==> src/hw/rtl/assert_macros.svh <==
// Assertion macros shared by the RTL.
`ifndef ASSERT_MACROS_SVH
`define ASSERT_MACROS_SVH

// Check that cond holds whenever trig holds, outside reset.
`define ASSERT_IMPLIES(label, clk, rst_n, trig, cond) \
    label: assert property (@(posedge clk) disable iff (!rst_n) (trig) |-> (cond)) \
        else $error("assertion failed");

// Check that cond holds on every clock outside reset.
`define ASSERT_ALWAYS(label, clk, rst_n, cond) \
    `ASSERT_IMPLIES(label, clk, rst_n, 1'b1, cond)

`endif

==> src/hw/rtl/crlf_pkg.sv <==
`timescale 1ns / 1ps

package crlf_pkg;

    localparam int BUF_DEPTH_DEF = 256;
    localparam int QUEUE_DEPTH   = 4;

    localparam logic [7:0] CH_CR      = 8'h0d;
    localparam logic [7:0] CH_LF      = 8'h0a;
    localparam logic [7:0] CMD_LEAD   = 8'h01;
    localparam logic [7:0] CMD_TAG    = 8'h10;
    localparam logic [7:0] CMD_ANCHOR = 8'h11;

    localparam logic OP_RX   = 1'b0;
    localparam logic OP_ECHO = 1'b1;

    localparam logic [3:0] EV_NONE    = 4'd0;
    localparam logic [3:0] EV_STORED  = 4'd1;
    localparam logic [3:0] EV_CR      = 4'd2;
    localparam logic [3:0] EV_READY   = 4'd3;
    localparam logic [3:0] EV_TAG     = 4'd4;
    localparam logic [3:0] EV_ANCHOR  = 4'd5;
    localparam logic [3:0] EV_RESTART = 4'd6;
    localparam logic [3:0] EV_WRAP    = 4'd7;
    localparam logic [3:0] EV_ECHO    = 4'd8;
    localparam logic [3:0] EV_EMPTY   = 4'd9;
    localparam logic [3:0] EV_IGNORED = 4'd10;

    localparam logic MODE_TAG    = 1'b0;
    localparam logic MODE_ANCHOR = 1'b1;

    typedef struct packed {
        logic [3:0] event_res;
        logic [7:0] tx_byte;
        logic       tx_last;
        logic [7:0] line_length;
        logic       mode_select;
    } t_result;

endpackage

==> src/hw/rtl/crlf_ram.sv <==
`timescale 1ns / 1ps

module crlf_ram #(
    parameter int WIDTH = 8,
    parameter int DEPTH = 256
) (
    input  logic                     i_clk,
    input  logic                     i_wr_en,
    input  logic [$clog2(DEPTH)-1:0] i_wr_addr,
    input  logic [WIDTH-1:0]         i_wr_data,
    input  logic                     i_rd_en,
    input  logic [$clog2(DEPTH)-1:0] i_rd_addr,
    output logic [WIDTH-1:0]         o_rd_data
);

    logic [WIDTH-1:0] r_mem [DEPTH];
    logic [WIDTH-1:0] r_rd_data;

    always_ff @(posedge i_clk) begin
        if (i_wr_en) begin
            r_mem[i_wr_addr] <= i_wr_data;
        end
        if (i_rd_en) begin
            r_rd_data <= r_mem[i_rd_addr];
        end
    end

    assign o_rd_data = r_rd_data;

endmodule

==> src/hw/rtl/crlf_front.sv <==
`timescale 1ns / 1ps

module crlf_front #(
    parameter int BUF_DEPTH = crlf_pkg::BUF_DEPTH_DEF
) (
    input  logic                                     i_clk,
    input  logic                                     i_rst_n,
    input  logic                                     i_valid,
    output logic                                     o_stall,
    input  logic                                     i_op,
    input  logic [7:0]                               i_rx_byte,
    input  logic [$clog2(crlf_pkg::QUEUE_DEPTH+1)-1:0] i_q_level,
    output logic                                     o_push,
    output crlf_pkg::t_result                        o_push_data
);

    localparam int CW = $clog2(BUF_DEPTH);
    localparam int LW = $clog2(crlf_pkg::QUEUE_DEPTH + 1);
    localparam logic [CW-1:0] CNT_MAX = CW'(BUF_DEPTH - 1);

    logic          r_complete, n_complete;
    logic          r_cr, n_cr;
    logic [CW-1:0] r_cnt, n_cnt;
    logic [CW-1:0] r_echo, n_echo;
    logic [7:0]    r_b0, n_b0;
    logic [7:0]    r_b1, n_b1;

    logic              r_s1_valid;
    logic              r_s1_echo;
    crlf_pkg::t_result r_s1_res;

    logic              w_accept;
    logic              w_wr_en;
    logic              w_rd_en;
    logic [7:0]        w_rd_data;
    logic [LW:0]       w_used;
    logic [CW+7:0]     w_len_ext;
    crlf_pkg::t_result w_res;

    assign w_used   = {1'b0, i_q_level} + {{LW{1'b0}}, r_s1_valid};
    assign o_stall  = (w_used >= (LW+1)'(crlf_pkg::QUEUE_DEPTH));
    assign w_accept = i_valid && !o_stall;

    always_comb begin
        n_complete        = r_complete;
        n_cr              = r_cr;
        n_cnt             = r_cnt;
        n_echo            = r_echo;
        n_b0              = r_b0;
        n_b1              = r_b1;
        w_wr_en           = 1'b0;
        w_rd_en           = 1'b0;
        w_res.event_res   = crlf_pkg::EV_NONE;
        w_res.tx_byte     = 8'd0;
        w_res.tx_last     = 1'b0;
        w_res.mode_select = crlf_pkg::MODE_TAG;
        if (i_op == crlf_pkg::OP_RX) begin
            if (r_complete) begin
                w_res.event_res = crlf_pkg::EV_IGNORED;
            end else if (r_cr) begin
                if (i_rx_byte != crlf_pkg::CH_LF) begin
                    n_cr            = 1'b0;
                    n_cnt           = '0;
                    n_echo          = '0;
                    w_res.event_res = crlf_pkg::EV_RESTART;
                end else if (r_b0 == crlf_pkg::CMD_LEAD && r_b1 == crlf_pkg::CMD_TAG) begin
                    n_cr            = 1'b0;
                    n_cnt           = '0;
                    n_echo          = '0;
                    w_res.event_res = crlf_pkg::EV_TAG;
                end else if (r_b0 == crlf_pkg::CMD_LEAD
                             && r_b1 == crlf_pkg::CMD_ANCHOR) begin
                    n_cr              = 1'b0;
                    n_cnt             = '0;
                    n_echo            = '0;
                    w_res.event_res   = crlf_pkg::EV_ANCHOR;
                    w_res.mode_select = crlf_pkg::MODE_ANCHOR;
                end else begin
                    n_complete      = 1'b1;
                    w_res.event_res = crlf_pkg::EV_READY;
                end
            end else if (i_rx_byte == crlf_pkg::CH_CR) begin
                n_cr            = 1'b1;
                w_res.event_res = crlf_pkg::EV_CR;
            end else begin
                w_wr_en = 1'b1;
                if (r_cnt == '0) begin
                    n_b0 = i_rx_byte;
                end
                if (r_cnt == CW'(1)) begin
                    n_b1 = i_rx_byte;
                end
                if (r_cnt == CNT_MAX) begin
                    n_cnt           = '0;
                    w_res.event_res = crlf_pkg::EV_WRAP;
                end else begin
                    n_cnt           = r_cnt + CW'(1);
                    w_res.event_res = crlf_pkg::EV_STORED;
                end
            end
        end else begin
            if (!r_complete) begin
                w_res.event_res = crlf_pkg::EV_NONE;
            end else if (r_cnt == '0) begin
                n_complete      = 1'b0;
                n_cr            = 1'b0;
                n_echo          = '0;
                w_res.event_res = crlf_pkg::EV_EMPTY;
            end else begin
                w_rd_en         = 1'b1;
                w_res.event_res = crlf_pkg::EV_ECHO;
                if (r_echo == r_cnt - CW'(1)) begin
                    w_res.tx_last = 1'b1;
                    n_complete    = 1'b0;
                    n_cr          = 1'b0;
                    n_cnt         = '0;
                    n_echo        = '0;
                end else begin
                    n_echo = r_echo + CW'(1);
                end
            end
        end
        w_len_ext         = {8'd0, n_cnt};
        w_res.line_length = w_len_ext[7:0];
    end

    crlf_ram #(
        .WIDTH (8),
        .DEPTH (BUF_DEPTH)
    ) u_buf (
        .i_clk     (i_clk),
        .i_wr_en   (w_accept && w_wr_en),
        .i_wr_addr (r_cnt),
        .i_wr_data (i_rx_byte),
        .i_rd_en   (w_accept && w_rd_en),
        .i_rd_addr (r_echo),
        .o_rd_data (w_rd_data)
    );

    always_ff @(posedge i_clk) begin
        if (!i_rst_n) begin
            r_complete <= 1'b0;
            r_cr       <= 1'b0;
            r_cnt      <= '0;
            r_echo     <= '0;
            r_b0       <= 8'd0;
            r_b1       <= 8'd0;
            r_s1_valid <= 1'b0;
        end else begin
            r_s1_valid <= w_accept;
            if (w_accept) begin
                r_complete <= n_complete;
                r_cr       <= n_cr;
                r_cnt      <= n_cnt;
                r_echo     <= n_echo;
                r_b0       <= n_b0;
                r_b1       <= n_b1;
            end
        end
    end

    always_ff @(posedge i_clk) begin
        if (w_accept) begin
            r_s1_res  <= w_res;
            r_s1_echo <= w_rd_en;
        end
    end

    always_comb begin
        o_push_data = r_s1_res;
        if (r_s1_echo) begin
            o_push_data.tx_byte = w_rd_data;
        end
    end

    assign o_push = r_s1_valid;

endmodule

==> src/hw/rtl/crlf_queue.sv <==
`timescale 1ns / 1ps

module crlf_queue (
    input  logic                                       i_clk,
    input  logic                                       i_rst_n,
    input  logic                                       i_push,
    input  crlf_pkg::t_result                          i_push_data,
    input  logic                                       i_pop,
    output crlf_pkg::t_result                          o_head,
    output logic [$clog2(crlf_pkg::QUEUE_DEPTH+1)-1:0] o_level
);

    localparam int QD = crlf_pkg::QUEUE_DEPTH;
    localparam int AW = $clog2(QD);
    localparam int LW = $clog2(QD + 1);

    crlf_pkg::t_result r_mem [QD];
    logic [AW-1:0]     r_wp;
    logic [AW-1:0]     r_rp;
    logic [LW-1:0]     r_level;

    always_ff @(posedge i_clk) begin
        if (!i_rst_n) begin
            r_wp    <= '0;
            r_rp    <= '0;
            r_level <= '0;
        end else begin
            if (i_push) begin
                r_wp <= r_wp + AW'(1);
            end
            if (i_pop) begin
                r_rp <= r_rp + AW'(1);
            end
            if (i_push && !i_pop) begin
                r_level <= r_level + LW'(1);
            end else if (!i_push && i_pop) begin
                r_level <= r_level - LW'(1);
            end
        end
    end

    always_ff @(posedge i_clk) begin
        if (i_push) begin
            r_mem[r_wp] <= i_push_data;
        end
    end

    assign o_head  = r_mem[r_rp];
    assign o_level = r_level;

endmodule

==> src/hw/rtl/crlf_back.sv <==
`timescale 1ns / 1ps

module crlf_back (
    input  logic              i_clk,
    input  logic              i_rst_n,
    input  logic              i_q_nonempty,
    input  crlf_pkg::t_result i_q_head,
    output logic              o_pop,
    output logic              o_valid,
    input  logic              i_stall,
    output crlf_pkg::t_result o_res
);

    logic              r_valid;
    crlf_pkg::t_result r_res;

    assign o_pop = i_q_nonempty && (!r_valid || !i_stall);

    always_ff @(posedge i_clk) begin
        if (!i_rst_n) begin
            r_valid <= 1'b0;
        end else begin
            r_valid <= o_pop || (r_valid && i_stall);
        end
    end

    always_ff @(posedge i_clk) begin
        if (o_pop) begin
            r_res <= i_q_head;
        end
    end

    assign o_valid = r_valid;
    assign o_res   = r_res;

endmodule

==> src/hw/rtl/crlf_line_receiver_echo.sv <==
//  channel  dir  handshake                 payload
//  in       in   i_in_valid / o_in_stall   i_op, i_rx_byte
//  out      out  o_out_valid / i_out_stall o_event_res, o_tx_byte, o_tx_last,
//                                          o_line_length, o_mode_select
//
//  One item per cycle unless stalled, one result per item, registered and queued.
//  The buffer RAM takes one write and one registered read per cycle.
//  Synchronous active-low reset clears the line state; no clearing pass runs,
//  since only buffer positions 0 and 1 can be read before being written and
//  they live in reset flops.
//  o_in_stall rises when the queue level plus the in-flight result reach QUEUE_DEPTH.
`timescale 1ns / 1ps
`include "assert_macros.svh"

module crlf_line_receiver_echo #(
    parameter int BUF_DEPTH = crlf_pkg::BUF_DEPTH_DEF
) (
    input  logic       i_clk,
    input  logic       i_rst_n,
    input  logic       i_in_valid,
    output logic       o_in_stall,
    input  logic       i_op,
    input  logic [7:0] i_rx_byte,
    output logic       o_out_valid,
    input  logic       i_out_stall,
    output logic [3:0] o_event_res,
    output logic [7:0] o_tx_byte,
    output logic       o_tx_last,
    output logic [7:0] o_line_length,
    output logic       o_mode_select
);

    localparam int LW = $clog2(crlf_pkg::QUEUE_DEPTH + 1);

    logic              w_push;
    logic              w_pop;
    crlf_pkg::t_result w_push_data;
    crlf_pkg::t_result w_head;
    crlf_pkg::t_result w_res;
    logic [LW-1:0]     w_level;

    crlf_front #(
        .BUF_DEPTH (BUF_DEPTH)
    ) u_front (
        .i_clk       (i_clk),
        .i_rst_n     (i_rst_n),
        .i_valid     (i_in_valid),
        .o_stall     (o_in_stall),
        .i_op        (i_op),
        .i_rx_byte   (i_rx_byte),
        .i_q_level   (w_level),
        .o_push      (w_push),
        .o_push_data (w_push_data)
    );

    crlf_queue u_queue (
        .i_clk       (i_clk),
        .i_rst_n     (i_rst_n),
        .i_push      (w_push),
        .i_push_data (w_push_data),
        .i_pop       (w_pop),
        .o_head      (w_head),
        .o_level     (w_level)
    );

    crlf_back u_back (
        .i_clk        (i_clk),
        .i_rst_n      (i_rst_n),
        .i_q_nonempty (w_level != '0),
        .i_q_head     (w_head),
        .o_pop        (w_pop),
        .o_valid      (o_out_valid),
        .i_stall      (i_out_stall),
        .o_res        (w_res)
    );

    assign o_event_res   = w_res.event_res;
    assign o_tx_byte     = w_res.tx_byte;
    assign o_tx_last     = w_res.tx_last;
    assign o_line_length = w_res.line_length;
    assign o_mode_select = w_res.mode_select;

    `ASSERT_ALWAYS(a_level_bound, i_clk, i_rst_n,
        w_level <= LW'(crlf_pkg::QUEUE_DEPTH))
    `ASSERT_IMPLIES(a_no_overflow, i_clk, i_rst_n, w_push && !w_pop,
        w_level < LW'(crlf_pkg::QUEUE_DEPTH))
    `ASSERT_IMPLIES(a_last_is_echo, i_clk, i_rst_n, o_out_valid && o_tx_last,
        o_event_res == crlf_pkg::EV_ECHO && o_line_length == 8'd0)
    `ASSERT_IMPLIES(a_mode_clears, i_clk, i_rst_n,
        o_out_valid && (o_event_res == crlf_pkg::EV_TAG
                        || o_event_res == crlf_pkg::EV_ANCHOR),
        o_line_length == 8'd0)

endmodule

==> config.mk <==
export PLATFORM = sky130hd
export DESIGN_NAME = crlf_line_receiver_echo
export DESIGN_NICKNAME = d
export VERILOG_FILES = /design/src/hw/rtl/crlf_pkg.sv /design/src/hw/rtl/crlf_ram.sv /design/src/hw/rtl/crlf_front.sv /design/src/hw/rtl/crlf_queue.sv /design/src/hw/rtl/crlf_back.sv /design/src/hw/rtl/crlf_line_receiver_echo.sv
export VERILOG_INCLUDE_DIRS = /design/src /design/src/hw/rtl
export SDC_FILE = /design/constraint.sdc
export NUM_CORES = 2
export LEC_CHECK = 0
export ABC_AREA = 1
export BUFFER_PORTS_ARGS = -buffer_cell sky130_fd_sc_hd__buf_2
export CAP_MARGIN = 20
export CORE_UTILIZATION = 44
export CTS_CLUSTER_SIZE = 24
export DETAILED_ROUTE_END_ITERATION = 10
export GPL_TIMING_DRIVEN = 0
export SYNTH_ARGS = -nofsm -noshare
export SYNTH_HDL_FRONTEND = slang
export SYNTH_HIERARCHICAL = 1
export SYNTH_SLANG_ARGS = --single-unit
==> constraint.sdc <==
create_clock -name i_clk -period 6.53 [get_ports i_clk]
set_clock_uncertainty 0.05 [all_clocks]
set_input_delay 0.3265 -clock i_clk [delete_from_list [all_inputs] [get_ports i_clk]]
set_output_delay 0.3265 -clock i_clk [all_outputs]
set_load 0.03 [all_outputs]
==> flow_summary_export.csv <==
group,metric,value,unit
outcome,status,"finished, final reports clean",
grt,number_of_global_route_vias_before_repair,62000,
grt,groute.usage.overall,0.346,
synthesis,synth.yosys.seq_area_share,0.728,
timing,hold_fails_final_rpt,0,
floorplanning,die_y,457,microns
synthesis,avg_synthesized_cell_area,11.7,sq um
final_layout,area_added_between_synthesis_and_finish,14.1,%
synthesis,mappedNetlistNets,7790,
synthesis,synth_async_sr_flop_share,0,
clock_tree,cts-resized-gates,0,
grt,globalRouteOverflowTotal,0,
job,max_cap_violations,0,
timing,final.setup.tns,0,ps
clock_tree,cts_tree,"built",
timing,max_transition_viols_final,0,
clock_tree,clk_pin_slew,60,ps
route,drc,0,
clock_tree,postCtsHoldBufs,12,
grt,grt_pass1_wl,497000,microns
final_layout,drive_above_1_share,0.108,
timing,max-slew-margin-rel,0.104,
critical_path,required,6960,ps
route,route.final.wire_length,368000,microns
route,routed-via-count,67800,
synthesis,netlist.area_leader.share,0.719,
route,firstDrtPassIters,6,
placed_design,place_hpwl,255000,microns
power,vdd.ir_drop.worst,0.000304,V
timing,grt_setup_unrepaired,"no",
floorplanning,initial_utilization,0.444,
floorplanning,fp-row-count,166,
timing,post_route_fraction_of_the_period_consumed_by_the_critical_path,0.785,
final_layout,final_cells,11100,
placed_design,placed_cells,10600,
floorplanning,floorplan.die_area,209000,sq um
timing,setup_violations,0,
synthesis,netlist_area,91100,sq um
synthesis,synth.distinct_cells,40,
floorplanning,num_io_pins,37,
min_path,worst_hold_path_type,"input port to register",
clock_tree,cts.sink_count,2226,
route,routed_wire_length_per_instance,33.2,microns
power,power-per-cell-area,326,nW/um^2
synthesis,number_of_flip_flops_and_latches_in_the_synthesized_netlist,2226,
clock_tree,clock_insertion_delay_at_the_later_pin_of_the_skew_report,910,ps
timing,max_slew.worst_pin.slew,1340,ps
synthesis,yosysWarningCount,6,
critical_path,timing.critical_path.arrival,5550,ps
synthesis,leading_register_cell_type_out_of_synthesis,"sky130_fd_sc_hd__edfxtp_1",
grt,grt_max_degree,167,
final_layout,filler_cell_count,18000,
clock_tree,clock-root-buffer,"sky130_fd_sc_hd__clkbuf_16",
timing,max_freq,0.195,GHz
final_layout,design_area,104000,sq um
clock_tree,cts.path.max_buffers,3,
synthesis,synth-edff-count,2181,
clock_tree,clock_tree.htree_level_count,4,
route,route.antenna.remaining_nets,0,
power,power.static_leakage,36.7,nW
clock_tree,cts_setup_buffers,0,
placed_design,detailed_place.area,96300,sq um
route,average_via_count_per_standard_cell,6.13,
critical_path,crit_path_max_fanout,110,
placed_design,detailedPlace.worstSlack,1400,ps
grt,antenna_found_initial,24,
timing,setup_ws,1410,ps
critical_path,path_class,"input port to register",
synthesis,synthesis.instances,7763,
critical_path,timing.critical_path.from_type,"input port",
timing,min_period,5120,ps
final_layout,design.final.nets,8206,
clock_tree,cts_buffers,227,
floorplanning,die_w,457,microns
floorplanning,core_area,205000,sq um
synthesis,yosys-top-cells-area,"sky130_fd_sc_hd__edfxtp_1 (72%), sky130_fd_sc_hd__nand3_1 (11%), sky130_fd_sc_hd__nand2_1 (9.2%)",
synthesis,yosysTopAreaCell,"sky130_fd_sc_hd__edfxtp_1",
route,drt_first_iter_violations,11100,
critical_path,cp-end-kind,"register",
placed_design,gp_congestion,1.02,
placed_design,port_buffers,36,
layout by cell type (no fill, tap or decap), drive strengths merged:
master,instances
dfxtp,45
fa,1
edfxtp,2181
nor3,8
o211ai,3
nand4,5
clkinv,98
ha,13
xor2,8
buf,564
clkinvlp,7
clkbuf,411
a32o,1
diode,8
dlygate4sd3,12
bufinv,17
nand2,2260
nand3b,2
nand3,2068
a21oi,36
o21ai,74
o22ai,23
xnor2,1
inv,149
nor2,381
cell usage after synthesis (2+ instances only):
cell / count
sky130_fd_sc_hd__inv_4: 2
sky130_fd_sc_hd__clkbuf_1: 118
sky130_fd_sc_hd__nor2_4: 5
sky130_fd_sc_hd__inv_1: 133
sky130_fd_sc_hd__nand3_2: 2
sky130_fd_sc_hd__buf_2: 273
sky130_fd_sc_hd__ha_1: 13
sky130_fd_sc_hd__clkinv_1: 2
sky130_fd_sc_hd__nor2_8: 2
sky130_fd_sc_hd__dfxtp_1: 45
sky130_fd_sc_hd__o21ai_1: 19
sky130_fd_sc_hd__nor3_1: 7
sky130_fd_sc_hd__buf_4: 52
sky130_fd_sc_hd__nand4_1: 5
sky130_fd_sc_hd__edfxtp_1: 2181
sky130_fd_sc_hd__xor2_1: 8
sky130_fd_sc_hd__a21oi_1: 35
sky130_fd_sc_hd__nor2_1: 369
sky130_fd_sc_hd__buf_1: 40
sky130_fd_sc_hd__o21ai_0: 54
sky130_fd_sc_hd__nand2_2: 10
sky130_fd_sc_hd__nand3_1: 2065
sky130_fd_sc_hd__buf_6: 26
sky130_fd_sc_hd__o22ai_1: 23
sky130_fd_sc_hd__nand2_4: 2
sky130_fd_sc_hd__inv_2: 5
sky130_fd_sc_hd__nand2_8: 2
sky130_fd_sc_hd__nand3b_1: 2
sky130_fd_sc_hd__o211ai_1: 3
sky130_fd_sc_hd__nor2_2: 5
sky130_fd_sc_hd__nand2_1: 2246
per-stage QoR:
| step | hold slack, ps | total power [mW] | util |
|---|---|---|---|
| floorplan | 362 | 19.0 | - |
| global placement | 380 | 21.2 | 0.461 |
| detailed placement | 387 | 21.2 | 0.469 |
| CTS | 3.94 | 33.9 | 0.505 |
| global route | 9.39 | 34.8 | 0.507 |
| finish | 14.5 | 34.0 | 0.507 |
logic make-up after synthesis:
family / synth area share
AND/OR/NAND/NOR: 0.225
flip-flops: 0.728
buffers and inverters: 0.0352
AO/OA/AOI/OAI: 0.00814
adder cells (fa/ha/maj): 0.00200
XOR/XNOR: 0.000865
critical path, stage by stage:
cell,delay (ps)
sky130_fd_sc_hd__dlygate4sd3_1,560
sky130_fd_sc_hd__buf_8,230
sky130_fd_sc_hd__buf_16,300
sky130_fd_sc_hd__inv_1,130
sky130_fd_sc_hd__nand4_1,220
sky130_fd_sc_hd__nor2_4,100
sky130_fd_sc_hd__nor2_4,190
sky130_fd_sc_hd__nand2_1,140
sky130_fd_sc_hd__nor2_1,340
sky130_fd_sc_hd__clkbuf_1,480
sky130_fd_sc_hd__nand2_1,620
sky130_fd_sc_hd__clkbuf_1,610
sky130_fd_sc_hd__nor2_1,990
per-layer routing:
layer  global-route usage  vias to the layer above  routed length (microns)
met3                0.104                     1081                    48700
li1                     -                    28300                        -
met4                0.197                       22                    24500
met5              0.00643                        -                      327
met1                0.451                    33400                   135000
met2                0.513                     5052                   159000
area by class of cell:
type | count | area [sq um] | area share
Clock buffer | 290 | 6040 | 0.0581
Inverter | 143 | 549 | 0.00528
Multi-Input combinational cell | 4884 | 21600 | 0.207
Tap cell | 2688 | 3360 | 0.0323
Buffer | 510 | 2670 | 0.0256
Antenna cell | 8 | 20.0 | 0.000192
Sequential cell | 2226 | 66400 | 0.638
Clock inverter | 128 | 1210 | 0.0116
Timing Repair Buffer | 187 | 2190 | 0.0211
where the power goes:
| part | internal, mW | switching [mW] |
|---|---|---|
| Sequential | 16.0 | 0.129 |
| Clock | 7.20 | 5.63 |
| Combinational | 1.17 | 3.84 |
| Total | 24.3 | 9.60 |
final timing paths:
| kind | from | to | slack, ps | depth (start not counted) |
|---|---|---|---|---|
| hold / removal | i_rx_byte[1] | u_front/u_buf/r_mem[197][1] | 10 | 2 |
| setup reg to reg | u_front/r_echo[1] | u_front/u_buf/o_rd_data[7] | 1850 | 12 |
| setup / recovery | i_rx_byte[4] | u_front/u_buf/r_mem[81][2] | 1410 | 13 |
| hold reg to reg | u_front/r_b1[4] | u_front/r_b1[4] | 400 | 2 |
state kept, by name, summed over array words and instances (netlist names), 2 cells and up, named ones only:
name / cells
u_front/r_cnt: 8
u_front/u_buf/o_rd_data: 8
u_front/o_push_data: 14
u_queue/r_rp: 2
u_front/r_b0: 8
u_queue/o_level: 3
u_front/r_b1: 8
u_front/u_buf/r_mem: 2048
u_back/o_res: 22
u_front/r_echo: 8
u_queue/r_wp: 2
u_queue/r_mem: 88
Note: power is estimated with default switching activity, not from simulation.
